===== src/rtl/ttcs_pkg.sv =====
// shared widths, character codes, types and defaults for the text terminal cursor engine
package ttcs_pkg;

  // field widths
  localparam int unsigned RowW  = 5;
  localparam int unsigned ColW  = 7;
  localparam int unsigned CharW = 8;

  // stream widths
  localparam int unsigned InDataW  = 8;
  localparam int unsigned OutDataW = 48;

  // default screen geometry
  localparam int unsigned DefColumns = 80;
  localparam int unsigned DefRows    = 30;

  // control characters
  localparam logic [CharW-1:0] CodeCr  = 8'd13;
  localparam logic [CharW-1:0] CodeLf  = 8'd10;
  localparam logic [CharW-1:0] CodeBs  = 8'd8;
  localparam logic [CharW-1:0] CodeDel = 8'd127;

  // request kinds on tuser
  localparam logic FuncPut  = 1'b0;
  localparam logic FuncLeft = 1'b1;

  // cursor and scroll state
  typedef struct packed {
    logic [RowW-1:0] row;
    logic [ColW-1:0] col;
    logic [RowW-1:0] top;
  } ttcs_state_t;

  // one result item
  typedef struct packed {
    logic             cell_write;
    logic [RowW-1:0]  cell_row;
    logic [ColW-1:0]  cell_col;
    logic [CharW-1:0] cell_char;
    logic             clear_row_valid;
    logic [RowW-1:0]  clear_row_index;
    logic [RowW-1:0]  cursor_row_out;
    logic [ColW-1:0]  cursor_col_out;
    logic [RowW-1:0]  top_row_out;
  } ttcs_result_t;

endpackage


===== src/rtl/ttcs_step.sv =====
// single-pass cursor, wrap and scroll update for one request
module ttcs_step #(
  parameter int unsigned COLUMNS = ttcs_pkg::DefColumns,
  parameter int unsigned ROWS    = ttcs_pkg::DefRows
) (
  input  ttcs_pkg::ttcs_state_t              state_i,
  input  logic                               func_i,
  input  logic [ttcs_pkg::CharW-1:0]         char_i,
  output ttcs_pkg::ttcs_state_t              state_o,
  output ttcs_pkg::ttcs_result_t             res_o
);

  localparam logic [ttcs_pkg::RowW-1:0] RowLast = ttcs_pkg::RowW'(ROWS - 1);
  localparam logic [ttcs_pkg::ColW-1:0] ColLast = ttcs_pkg::ColW'(COLUMNS - 1);

  logic                      is_newline;
  logic                      is_erase;
  logic                      do_left;
  logic [ttcs_pkg::RowW-1:0] row_inc;
  logic [ttcs_pkg::RowW-1:0] row_dec;
  logic [ttcs_pkg::RowW-1:0] top_inc;
  logic [ttcs_pkg::RowW-1:0] left_row;
  logic [ttcs_pkg::ColW-1:0] left_col;
  logic                      scroll;

  // decode and neighbor rows in the ring
  always_comb begin
    is_newline = (char_i == ttcs_pkg::CodeCr) || (char_i == ttcs_pkg::CodeLf);
    is_erase   = (char_i == ttcs_pkg::CodeBs) || (char_i == ttcs_pkg::CodeDel);
    do_left    = (func_i == ttcs_pkg::FuncLeft) || is_erase;
    row_inc    = (state_i.row == RowLast) ? '0 : state_i.row + 1'b1;
    row_dec    = (state_i.row == '0) ? RowLast : state_i.row - 1'b1;
    top_inc    = (state_i.top == RowLast) ? '0 : state_i.top + 1'b1;
    scroll     = (row_inc == state_i.top);
  end

  // cursor one cell to the left, stopping at the top row
  always_comb begin
    left_row = state_i.row;
    left_col = state_i.col;
    if (state_i.col != '0) begin
      left_col = state_i.col - 1'b1;
    end else if (state_i.row != state_i.top) begin
      left_row = row_dec;
      left_col = ColLast;
    end
  end

  // next state and result
  always_comb begin
    state_o = state_i;
    res_o   = '0;
    if (do_left) begin
      state_o.row = left_row;
      state_o.col = left_col;
      if (func_i == ttcs_pkg::FuncPut) begin
        res_o.cell_write = 1'b1;
        res_o.cell_row   = left_row;
        res_o.cell_col   = left_col;
      end
    end else begin
      if (!is_newline) begin
        res_o.cell_write = 1'b1;
        res_o.cell_row   = state_i.row;
        res_o.cell_col   = state_i.col;
        res_o.cell_char  = char_i;
      end
      if (is_newline || (state_i.col == ColLast)) begin
        // new line, scrolling when it lands on the top row
        state_o.row = row_inc;
        state_o.col = '0;
        if (scroll) begin
          state_o.top           = top_inc;
          res_o.clear_row_valid = 1'b1;
          res_o.clear_row_index = row_inc;
        end
      end else begin
        state_o.col = state_i.col + 1'b1;
      end
    end
    res_o.cursor_row_out = state_o.row;
    res_o.cursor_col_out = state_o.col;
    res_o.top_row_out    = state_o.top;
  end

endmodule


===== src/rtl/text_terminal_cursor_scroll_top.sv =====
// Text terminal cursor and scroll engine: each request (put a character or move left) yields
// exactly one result with an optional cell write, an optional whole-row clear after a scroll,
// and the cursor and top row as they stand afterwards. One request is taken every clock cycle
// while the result side is not stalled. A request passes an input register, the single-pass
// cursor logic and the result register, which holds it while the downstream side stalls. The
// result is written into the result register once that is free, and the cursor state feeds
// back from the single-pass update into the next request.
module text_terminal_cursor_scroll_top #(
  parameter int unsigned COLUMNS = ttcs_pkg::DefColumns,
  parameter int unsigned ROWS    = ttcs_pkg::DefRows
) (
  input  logic                              clk_i,
  input  logic                              rst_ni,
  input  logic                              s_axis_tvalid_i,
  output logic                              s_axis_tready_o,
  // [7:0] char_code
  input  logic [ttcs_pkg::InDataW-1:0]      s_axis_tdata_i,
  // [0] func
  input  logic [0:0]                        s_axis_tuser_i,
  output logic                              m_axis_tvalid_o,
  input  logic                              m_axis_tready_i,
  // [0] cell_write, [5:1] cell_row, [12:6] cell_col, [20:13] cell_char,
  // [21] clear_row_valid, [26:22] clear_row_index, [31:27] cursor_row_out,
  // [38:32] cursor_col_out, [43:39] top_row_out, [47:44] zero
  output logic [ttcs_pkg::OutDataW-1:0]     m_axis_tdata_o
);

  logic                           in_valid_q;
  logic                           func_q;
  logic [ttcs_pkg::CharW-1:0]     char_q;
  logic                           out_valid_q;
  ttcs_pkg::ttcs_result_t         res_q;
  ttcs_pkg::ttcs_result_t         res_d;
  ttcs_pkg::ttcs_state_t          state_q;
  ttcs_pkg::ttcs_state_t          state_d;
  logic                           out_free;
  logic                           fire;

  // handshake control
  assign out_free        = !out_valid_q || m_axis_tready_i;
  assign fire            = in_valid_q && out_free;
  assign s_axis_tready_o = !in_valid_q || out_free;

  // input register
  always_ff @(posedge clk_i or negedge rst_ni) begin
    if (!rst_ni) begin
      in_valid_q <= 1'b0;
    end else if (s_axis_tready_o) begin
      in_valid_q <= s_axis_tvalid_i;
    end
  end

  always_ff @(posedge clk_i) begin
    if (s_axis_tready_o && s_axis_tvalid_i) begin
      func_q <= s_axis_tuser_i[0];
      char_q <= s_axis_tdata_i;
    end
  end

  // cursor update
  ttcs_step #(
    .COLUMNS (COLUMNS),
    .ROWS    (ROWS)
  ) u_step (
    .state_i (state_q),
    .func_i  (func_q),
    .char_i  (char_q),
    .state_o (state_d),
    .res_o   (res_d)
  );

  // cursor state
  always_ff @(posedge clk_i or negedge rst_ni) begin
    if (!rst_ni) begin
      state_q <= '0;
    end else if (fire) begin
      state_q <= state_d;
    end
  end

  // result register
  always_ff @(posedge clk_i or negedge rst_ni) begin
    if (!rst_ni) begin
      out_valid_q <= 1'b0;
    end else if (out_free) begin
      out_valid_q <= in_valid_q;
    end
  end

  always_ff @(posedge clk_i) begin
    if (fire) begin
      res_q <= res_d;
    end
  end

  // result packing
  assign m_axis_tvalid_o = out_valid_q;
  assign m_axis_tdata_o  = {4'b0000,
                            res_q.top_row_out,
                            res_q.cursor_col_out,
                            res_q.cursor_row_out,
                            res_q.clear_row_index,
                            res_q.clear_row_valid,
                            res_q.cell_char,
                            res_q.cell_col,
                            res_q.cell_row,
                            res_q.cell_write};

endmodule


===== config.mk =====
export PLATFORM = sky130hd
export DESIGN_NAME = text_terminal_cursor_scroll_top
export DESIGN_NICKNAME = d
export VERILOG_FILES = /design/src/rtl/ttcs_pkg.sv /design/src/rtl/ttcs_step.sv /design/src/rtl/text_terminal_cursor_scroll_top.sv
export SDC_FILE = /design/constraint.sdc
export NUM_CORES = 1
export LEC_CHECK = 0
export ABC_AREA = 0
export BUFFER_PORTS_ARGS = -buffer_cell sky130_fd_sc_hd__clkbuf_2
export CAP_MARGIN = 40
export CORE_ASPECT_RATIO = 1.25
export CORE_UTILIZATION = 49
export DETAILED_ROUTE_END_ITERATION = 7
export PLACE_DENSITY = 0.77
export SLEW_MARGIN = 40
export SYNTH_ARGS = -nofsm -noshare
export SYNTH_HDL_FRONTEND = slang
export SYNTH_SLANG_ARGS = --single-unit

===== constraint.sdc =====
create_clock -name clk_i -period 3.1 [get_ports clk_i]
set_clock_uncertainty 0.1 [all_clocks]
set_input_delay 0.465 -clock clk_i [delete_from_list [all_inputs] [get_ports clk_i]]
set_output_delay 0.465 -clock clk_i [all_outputs]
set_load 0.03 [all_outputs]

==> flow_summary.yaml, run 1 <==
synthesis:
  synth_fa_ha_area_share_pct: 2.175
  ys_warn_count: 0
  async_reset_ff_share_pct: 26.39
  yosysTopAreaCellShare_pct: 39.52
  syn_area_sq_um: 4028
  synth_xor_area_share_pct: 2.144
  synth_ff_type: "edfxtp_1"
  syn_inst: 400
  synth_area_leaders: "edfxtp_1, dfrtp_1, a21oi_1, nand2_1, nor2_1"
  synth_top_family_by_area: "compound AO/OA/AOI/OAI gates"
  synth_mux_area_share_pct: 1.926
  yosysUniqueCellTypes: 64
  avgSynthCellArea_sq_um: 10.07
  synth-compound-area-share_pct: 19.14
  synth-simple-area-share_pct: 18.30
  ys_ff_latch: 72
  yosysTopAreaCell: "edfxtp_1"
  yosysSeqAreaShare_pct: 51.32
  synth_edf_count: 53
power:
  p_leak_nw: 1.973
  power.density_nw_per_um2: 753.6
  p_seq_share_pct: 41.5
  p_int_w: 0.002061
  ir_worst_vdd_uv: 395.6
  p_switching_w: 0.001426
  p_comb_share_pct: 36.0
  power_frac_clock_pct: 22.5
  swShare_pct: 40.90
worst_hold_path:
  hold_end: "func_q$_DFFE_PP_"
  hp-start: "s_axis_tuser_i"
  holdPathStages: 1
  worstHoldPathType: "input port to flip-flop"
final_layout:
  nFillCells: 657
  drive_above_1_share_pct: 21.13
  final_util_pct: 58.70
  nets: 474
  area_growth_pct: 14.88
  antenna_cells: 0
  final_cell_area_sq_um: 4627
critical_path:
  reg2reg_depth: 7
  worstSetupPathType: "flip-flop to flip-flop"
  start_kind: "flip-flop"
  path_max_fanout: 16
  worstSetupEndpointType: "flip-flop"
  cp.required_ns: 3.25
  rrSetupSlack_ns: 0.23
  crit_slowest_cell: "dfrtp_1"
  crit_start: "state_q[12]$_DFFE_PN0P_"
  rr_startpoint: "state_q[12]$_DFFE_PN0P_"
  path_cells: "ha_1, nand4_1, or3_1, o211ai_1, nand4_2, nand2b_1, mux2_1"
  r2r_end: "state_q[1]$_DFFE_PN0P_"
  max_stage_delay_ns: 0.64
  cp_data_arrival_time_ns: 3.02
sta:
  final-max-slew-violation-count: 0
  max_clock_freq_mhz: 348.4
  rsz0062_at_grt: "no"
  finalHoldViolations: 0
  finalSetupViolations: 0
  slew_headroom_pct: 58.45
  period_needed_ns: 2.870
  worst-slew-pin-transition_ns: 0.6206
  fin_setup_tns_ns: 0
  post-route-period-util_pct: 92.58
place:
  placed_cell_area_sq_um: 4409
  gp_congestion: 0.9054
  hpwl_mm: 6.660
  portBuffers: 58
global_route:
  first_global_vias: 3142
  overflow: 0
  grt_use_total_pct: 23.03
  grt_pass1_wl_mm: 15.08
  grt_max_degree: 26
  antenna_found_initial: 0
detailed_routing:
  met1_length_mm: 3.736
  drc: 0
  topRoutingLayerUsed: "met4"
  viasPerCell: 6.130
  wl_per_cell_um: 17.21
  vias: 3396
  route.antenna.remaining_nets: 0
  drtPass1Iterations: 5
  wl_met3_um: 630
  wirelength_mm: 9.532
  drt_iter0_markers: 328
  wl_met2_mm: 4.866
clocking:
  cts_setup_buffers: 0
  root_buffer: "clkbuf_8"
  cts_tree: "done"
  cts_sinks: 72
  cts.htree.levels: 3
  cts.repair.resized: 0
  clock_latency_ns: 0.37
  cts_buffer_depth: 2
  cts-buffers-inserted: 9
  path_clk_slew_ns: 0.09
floorplan:
  chipWidth_um: 83.09
  io_pins: 63
  start_util_pct: 51.10
  row_count: 36
  fp.coreArea_sq_um: 7883
  fp.dieArea_sq_um: 8589
  fp.dieH_um: 103.4
run:
  max-cap-violations: 0
run_status:
  outcome: "completed"
## how the worst max path moves through the flow
stage	to	slack [ns]	cells past startpoint
3_3_place_gp	state_q[0]$_DFFE_PN0P_	0.36	7
4_1_cts	state_q[1]$_DFFE_PN0P_	0.24	7
2_1_floorplan	state_q[2]$_DFFE_PN0P_	0.18	6
6_report	state_q[1]$_DFFE_PN0P_	0.23	7
5_1_grt	state_q[1]$_DFFE_PN0P_	0.01	7
3_5_place_dp	state_q[1]$_DFFE_PN0P_	0.25	7
## power by group through the flow
stage                     Combinational [W]  Sequential [W]  Clock [W]
final                               0.00126         0.00145   0.000785
after global routing                0.00136         0.00147   0.000843
after CTS                           0.00124         0.00144   0.000801
after detailed placement            0.00123         0.00146          0
after global placement              0.00120         0.00145          0
after floorplan                    0.000838         0.00154          0
## critical path, delay by kind of cell (launching register included)
family	cells	cell delay, ns
compound gates	1	0.14
fa+ha+maj	1	0.29
flops	1	0.64
mux	1	0.35
simple gates	4	1.23
## cells in the final DEF, fill, tap and decap left out, types with 10 or more instances in the layout
cell type,count
dfrtp_1,19
o21ai_0,11
buf_4,13
nand2_1,34
o21ai_1,17
a21oi_1,26
and3_1,10
nor2_1,32
nand3_1,15
nor3_1,18
edfxtp_1,53
clkbuf_2,58
## metal layers
layer,vias up,global-route usage [%]
met5,-,0
met4,0,13.79
met3,26,5.317
met2,157,40.10
met1,1620,26.29
li1,1593,-
## per-stage QoR
step	hold WS, ns	total power [W]	instances	setup WS (ns)
after floorplan	0.06941	0.002381	403	0.1841
after global placement	0.3779	0.002652	537	0.3637
after detailed placement	0.3928	0.002697	537	0.2514
after CTS	0.1450	0.003485	554	0.2423
after global routing	0.1379	0.003680	554	0.01306
final	0.1594	0.003487	554	0.2300
## Yosys cell counts (3+ instances only)
master    instances
edfxtp_1         53
nand2_1          34
nor2_1           32
a21oi_1          26
clkbuf_1         20
dfrtp_1          19
nor3_1           18
o21ai_1          17
nand3_1          15
o21ai_0          11
and3_1           10
inv_1            10
and2_1            8
buf_2             8
o31ai_1           8
a31oi_1           7
ha_1              7
a211oi_1          6
nand4_1           6
o211ai_1          6
xor2_1            6
a21o_1            5
nand2b_1          5
buf_4             4
mux2_1            4
a22o_1            3
nor3b_1           3
o211a_1           3
## sequential cells by signal (all words and copies together) (netlist names)
name and count:
m_axis_tdata_o 44, state_q 17, char_q 8, func_q 1
in_valid_q 1, m_axis_tvalid_o 1
## area by class of cell
| class | count | area, sq um | share of cell area, % |
|---|---|---|---|
| flip-flops and latches | 72 | 2067 | 44.67 |
| multi-input cells | 287 | 1774 | 38.34 |
| repair buffers | 73 | 417.9 | 9.032 |
| clock buffers | 9 | 123.9 | 2.677 |
| well taps | 95 | 118.9 | 2.569 |
| clock inverters | 7 | 83.83 | 1.812 |
| inverters | 11 | 41.29 | 0.8924 |
## what timing repair did
item,4_1_cts,5_1_grt
endpoints found under the hold margin,18,0
setup endpoints to repair,0,0
hold buffers,1,0
## cell families (layout without fill, tap and decap cells)
group | count (synthesis) | count (layout)
simple gates | 146 | 146
compound gates | 114 | 114
flops | 72 | 72
buf+inv | 44 | 100
xor+xnor | 9 | 9
fa+ha+maj | 7 | 7
mux | 7 | 7
other cells | 1 | 4
Power figures use the tool's default switching activity.
==> run 2: changes to the inputs <==
--- a/config.mk
+++ b/config.mk
@@ -8,10 +8,12 @@
 export ABC_AREA = 0
 export BUFFER_PORTS_ARGS = -buffer_cell sky130_fd_sc_hd__clkbuf_2
 export CAP_MARGIN = 40
+export CELL_PAD_IN_SITES_DETAIL_PLACEMENT = 0
+export CELL_PAD_IN_SITES_GLOBAL_PLACEMENT = 1
 export CORE_ASPECT_RATIO = 1.25
-export CORE_UTILIZATION = 49
+export CORE_UTILIZATION = 44
 export DETAILED_ROUTE_END_ITERATION = 7
-export PLACE_DENSITY = 0.77
+export PLACE_DENSITY = 0.87
 export SLEW_MARGIN = 40
 export SYNTH_ARGS = -nofsm -noshare
 export SYNTH_HDL_FRONTEND = slang
==> run 2 against run 1 <==
Core utilization shrank 5.3 points. First-iteration DRC count shrank 29%. Combinational power grew 4%. Register-to-register slack gained 0.11 ns. Power shrank 0.15%. Non-clock buffer count grew 6. Flip-flop and latch count is the same. Via count shrank 2.1%. Fmax grew 3.9%. Cell count grew 5.6%. Wire length grew 2.7%. Largest power group unchanged. Critical path depth grew 1.
==> flow_summary.yaml, run 2 (synthesized netlist as in run 1, its figures left out) <==
detailed_routing:
  drt_iter0_markers: 232
  route.antenna.remaining_nets: 0
  vias: 3324
  drtPass1Iterations: 4
  wl_per_cell_um: 16.73
  viasPerCell: 5.682
  drc: 0
  wirelength_mm: 9.786
global_route:
  grtUsageMet3_pct: 4.693
  overflow: 0
  use_met2_pct: 37.17
  first_global_vias: 3211
  grt_use_met1_pct: 26.90
  grt_use_total_pct: 22.00
  busiest_layer: "met2"
  grt_pass1_wl_mm: 15.66
  grt_max_degree: 20
  antenna_found_initial: 0
final_layout:
  final_util_pct: 53.37
  instances_no_fill: 585
  final_common_cell: "clkbuf_2"
  antenna_cells: 0
  nets: 480
  area_growth_pct: 16.56
  drive_above_1_share_pct: 22.37
  layout_common_cells: "clkbuf_2, edfxtp_1, nand2_1"
  largest_register_ffs: 44
critical_path:
  rr_startpoint: "state_q[13]$_DFFE_PN0P_"
  cp_data_arrival_time_ns: 2.96
  path_max_fanout: 16
  max_stage_delay_ns: 0.55
  path_delay_family: "compound AO/OA/AOI/OAI gates"
  start_kind: "flip-flop"
  worstSetupPathType: "flip-flop to flip-flop"
  path_cells: "inv_1, ha_1, o211ai_1, a211oi_1, a2bb2oi_1, nand4_4, or4_1, o21ai_1"
  critPathBufInv: 1
  reg2reg_depth: 8
  worstSetupEndpointType: "flip-flop"
  r2r_end: "state_q[4]$_DFFE_PN0P_"
  rrSetupSlack_ns: 0.34
  crit_slowest_cell: "or4_1"
  cp.required_ns: 3.30
place:
  hpwl_mm: 6.958
  portBuffers: 58
  place_inst: 568
  gp_congestion: 0.8846
power:
  power_frac_clock_pct: 21.2
  p_int_w: 0.002015
  p_switching_w: 0.001466
  swShare_pct: 42.12
  p_leak_nw: 2.005
  ir_worst_vdd_uv: 340.1
  p_comb_share_pct: 37.6
  total_power_w: 0.003482
  p_seq_share_pct: 41.3
  power.density_nw_per_um2: 741.7
clocking:
  cts.htree.levels: 3
  root_buffer: "clkbuf_8"
  cts-buffers-inserted: 9
  cts_tree: "done"
  clock_latency_ns: 0.37
  cts_buffer_depth: 2
  path_clk_slew_ns: 0.09
  cts_sinks: 72
floorplan:
  row_count: 38
  fp.dieH_um: 109.0
  fp.coreArea_sq_um: 8796
  chipWidth_um: 87.58
  fp.dieArea_sq_um: 9543
  start_util_pct: 45.79
  io_pins: 63
sta:
  finalHoldViolations: 0
  finalSetupViolations: 0
  worst-slew-pin-transition_ns: 0.5556
  max_clock_freq_mhz: 362.0
  slew_headroom_pct: 62.96
  period_needed_ns: 2.763
  holdWs_ns: 0.1679
  post-route-period-util_pct: 89.12
  final-max-slew-violation-count: 0
  fin_setup_tns_ns: 0
  rsz0062_at_grt: "no"
run_status:
  outcome: "completed"
worst_hold_path:
  worstHoldPathType: "input port to flip-flop"
  holdPathStages: 1
  hold_end: "char_q[7]$_DFFE_PP_"
  hp-start: "s_axis_tdata_i[7]"
run:
  max-cap-violations: 0
## run 2: changes by cell type in the layout (fill, tap and decap cells not counted), sizes merged
| cell | change |
|---|---|
| bufinv | -1 |
| clkinv | +2 |
| buf | +6 |
| clkinvlp | -1 |
## run 2: per-layer routing
metal  routed length [um]  vias up
met1                 3999     1600
met3                  582       19
met5                    0        -
met2                 4983       98
li1                     -     1607
met4                  221        0
## run 2: cell type report
class,instances,area (sq um)
Clock buffer,9,123.9
Clock inverter,7,73.82
Fill cell,810,4101
Inverter,11,41.29
Multi-Input combinational cell,287,1788
Sequential cell,72,2067
Tap cell,120,150.1
Timing Repair Buffer,79,450.4
## run 2: stage by stage
| step | setup WS [ns] | cell area (sq um) |
|---|---|---|
| finish | 0.3372 | 4695 |
| global route | 0.1031 | 4695 |
| CTS | 0.2474 | 4681 |
| detailed placement | 0.2989 | 4473 |
| global placement | 0.3979 | 4473 |
| floorplan | 0.1841 | 4039 |
## run 2: worst register-to-register path, cell delays in order, from the launching register on
cell	delay, ns
dfrtp_1	0.47
inv_1	0.15
ha_1	0.22
o211ai_1	0.14
a211oi_1	0.34
a2bb2oi_1	0.30
nand4_4	0.27
or4_1	0.55
o21ai_1	0.14
## run 2: how the worst max path moves through the flow
stage                                            from                      to  slack, ns  cells past startpoint
after floorplan           m_axis_tvalid_o$_DFFE_PN0P_  state_q[2]$_DFFE_PN0P_       0.18                      6
after global placement        state_q[12]$_DFFE_PN0P_  state_q[4]$_DFFE_PN0P_       0.40                      8
after detailed placement      state_q[13]$_DFFE_PN0P_  state_q[4]$_DFFE_PN0P_       0.30                      8
after CTS                      state_q[5]$_DFFE_PN0P_  state_q[4]$_DFFE_PN0P_       0.25                      7
after global routing           state_q[5]$_DFFE_PN0P_  state_q[4]$_DFFE_PN0P_       0.10                      7
final                         state_q[13]$_DFFE_PN0P_  state_q[4]$_DFFE_PN0P_       0.34                      8
## run 2: power groups by stage
stage | clock network, W | logic (W) | registers, W
3_3_place_gp | 0 | 0.00128 | 0.00144
2_1_floorplan | 0 | 0.000838 | 0.00154
6_report | 0.000737 | 0.00131 | 0.00144
4_1_cts | 0.000762 | 0.00129 | 0.00143
3_5_place_dp | 0 | 0.00128 | 0.00145
5_1_grt | 0.000793 | 0.00143 | 0.00146
## run 2: what timing repair did
item | 4_1_cts | 5_1_grt
setup buffers | 0 | 0
hold buffers | 1 | 0
resized for setup | 0 | 2
setup endpoints to repair | 0 | 2
hold endpoints to repair | 19 | 0
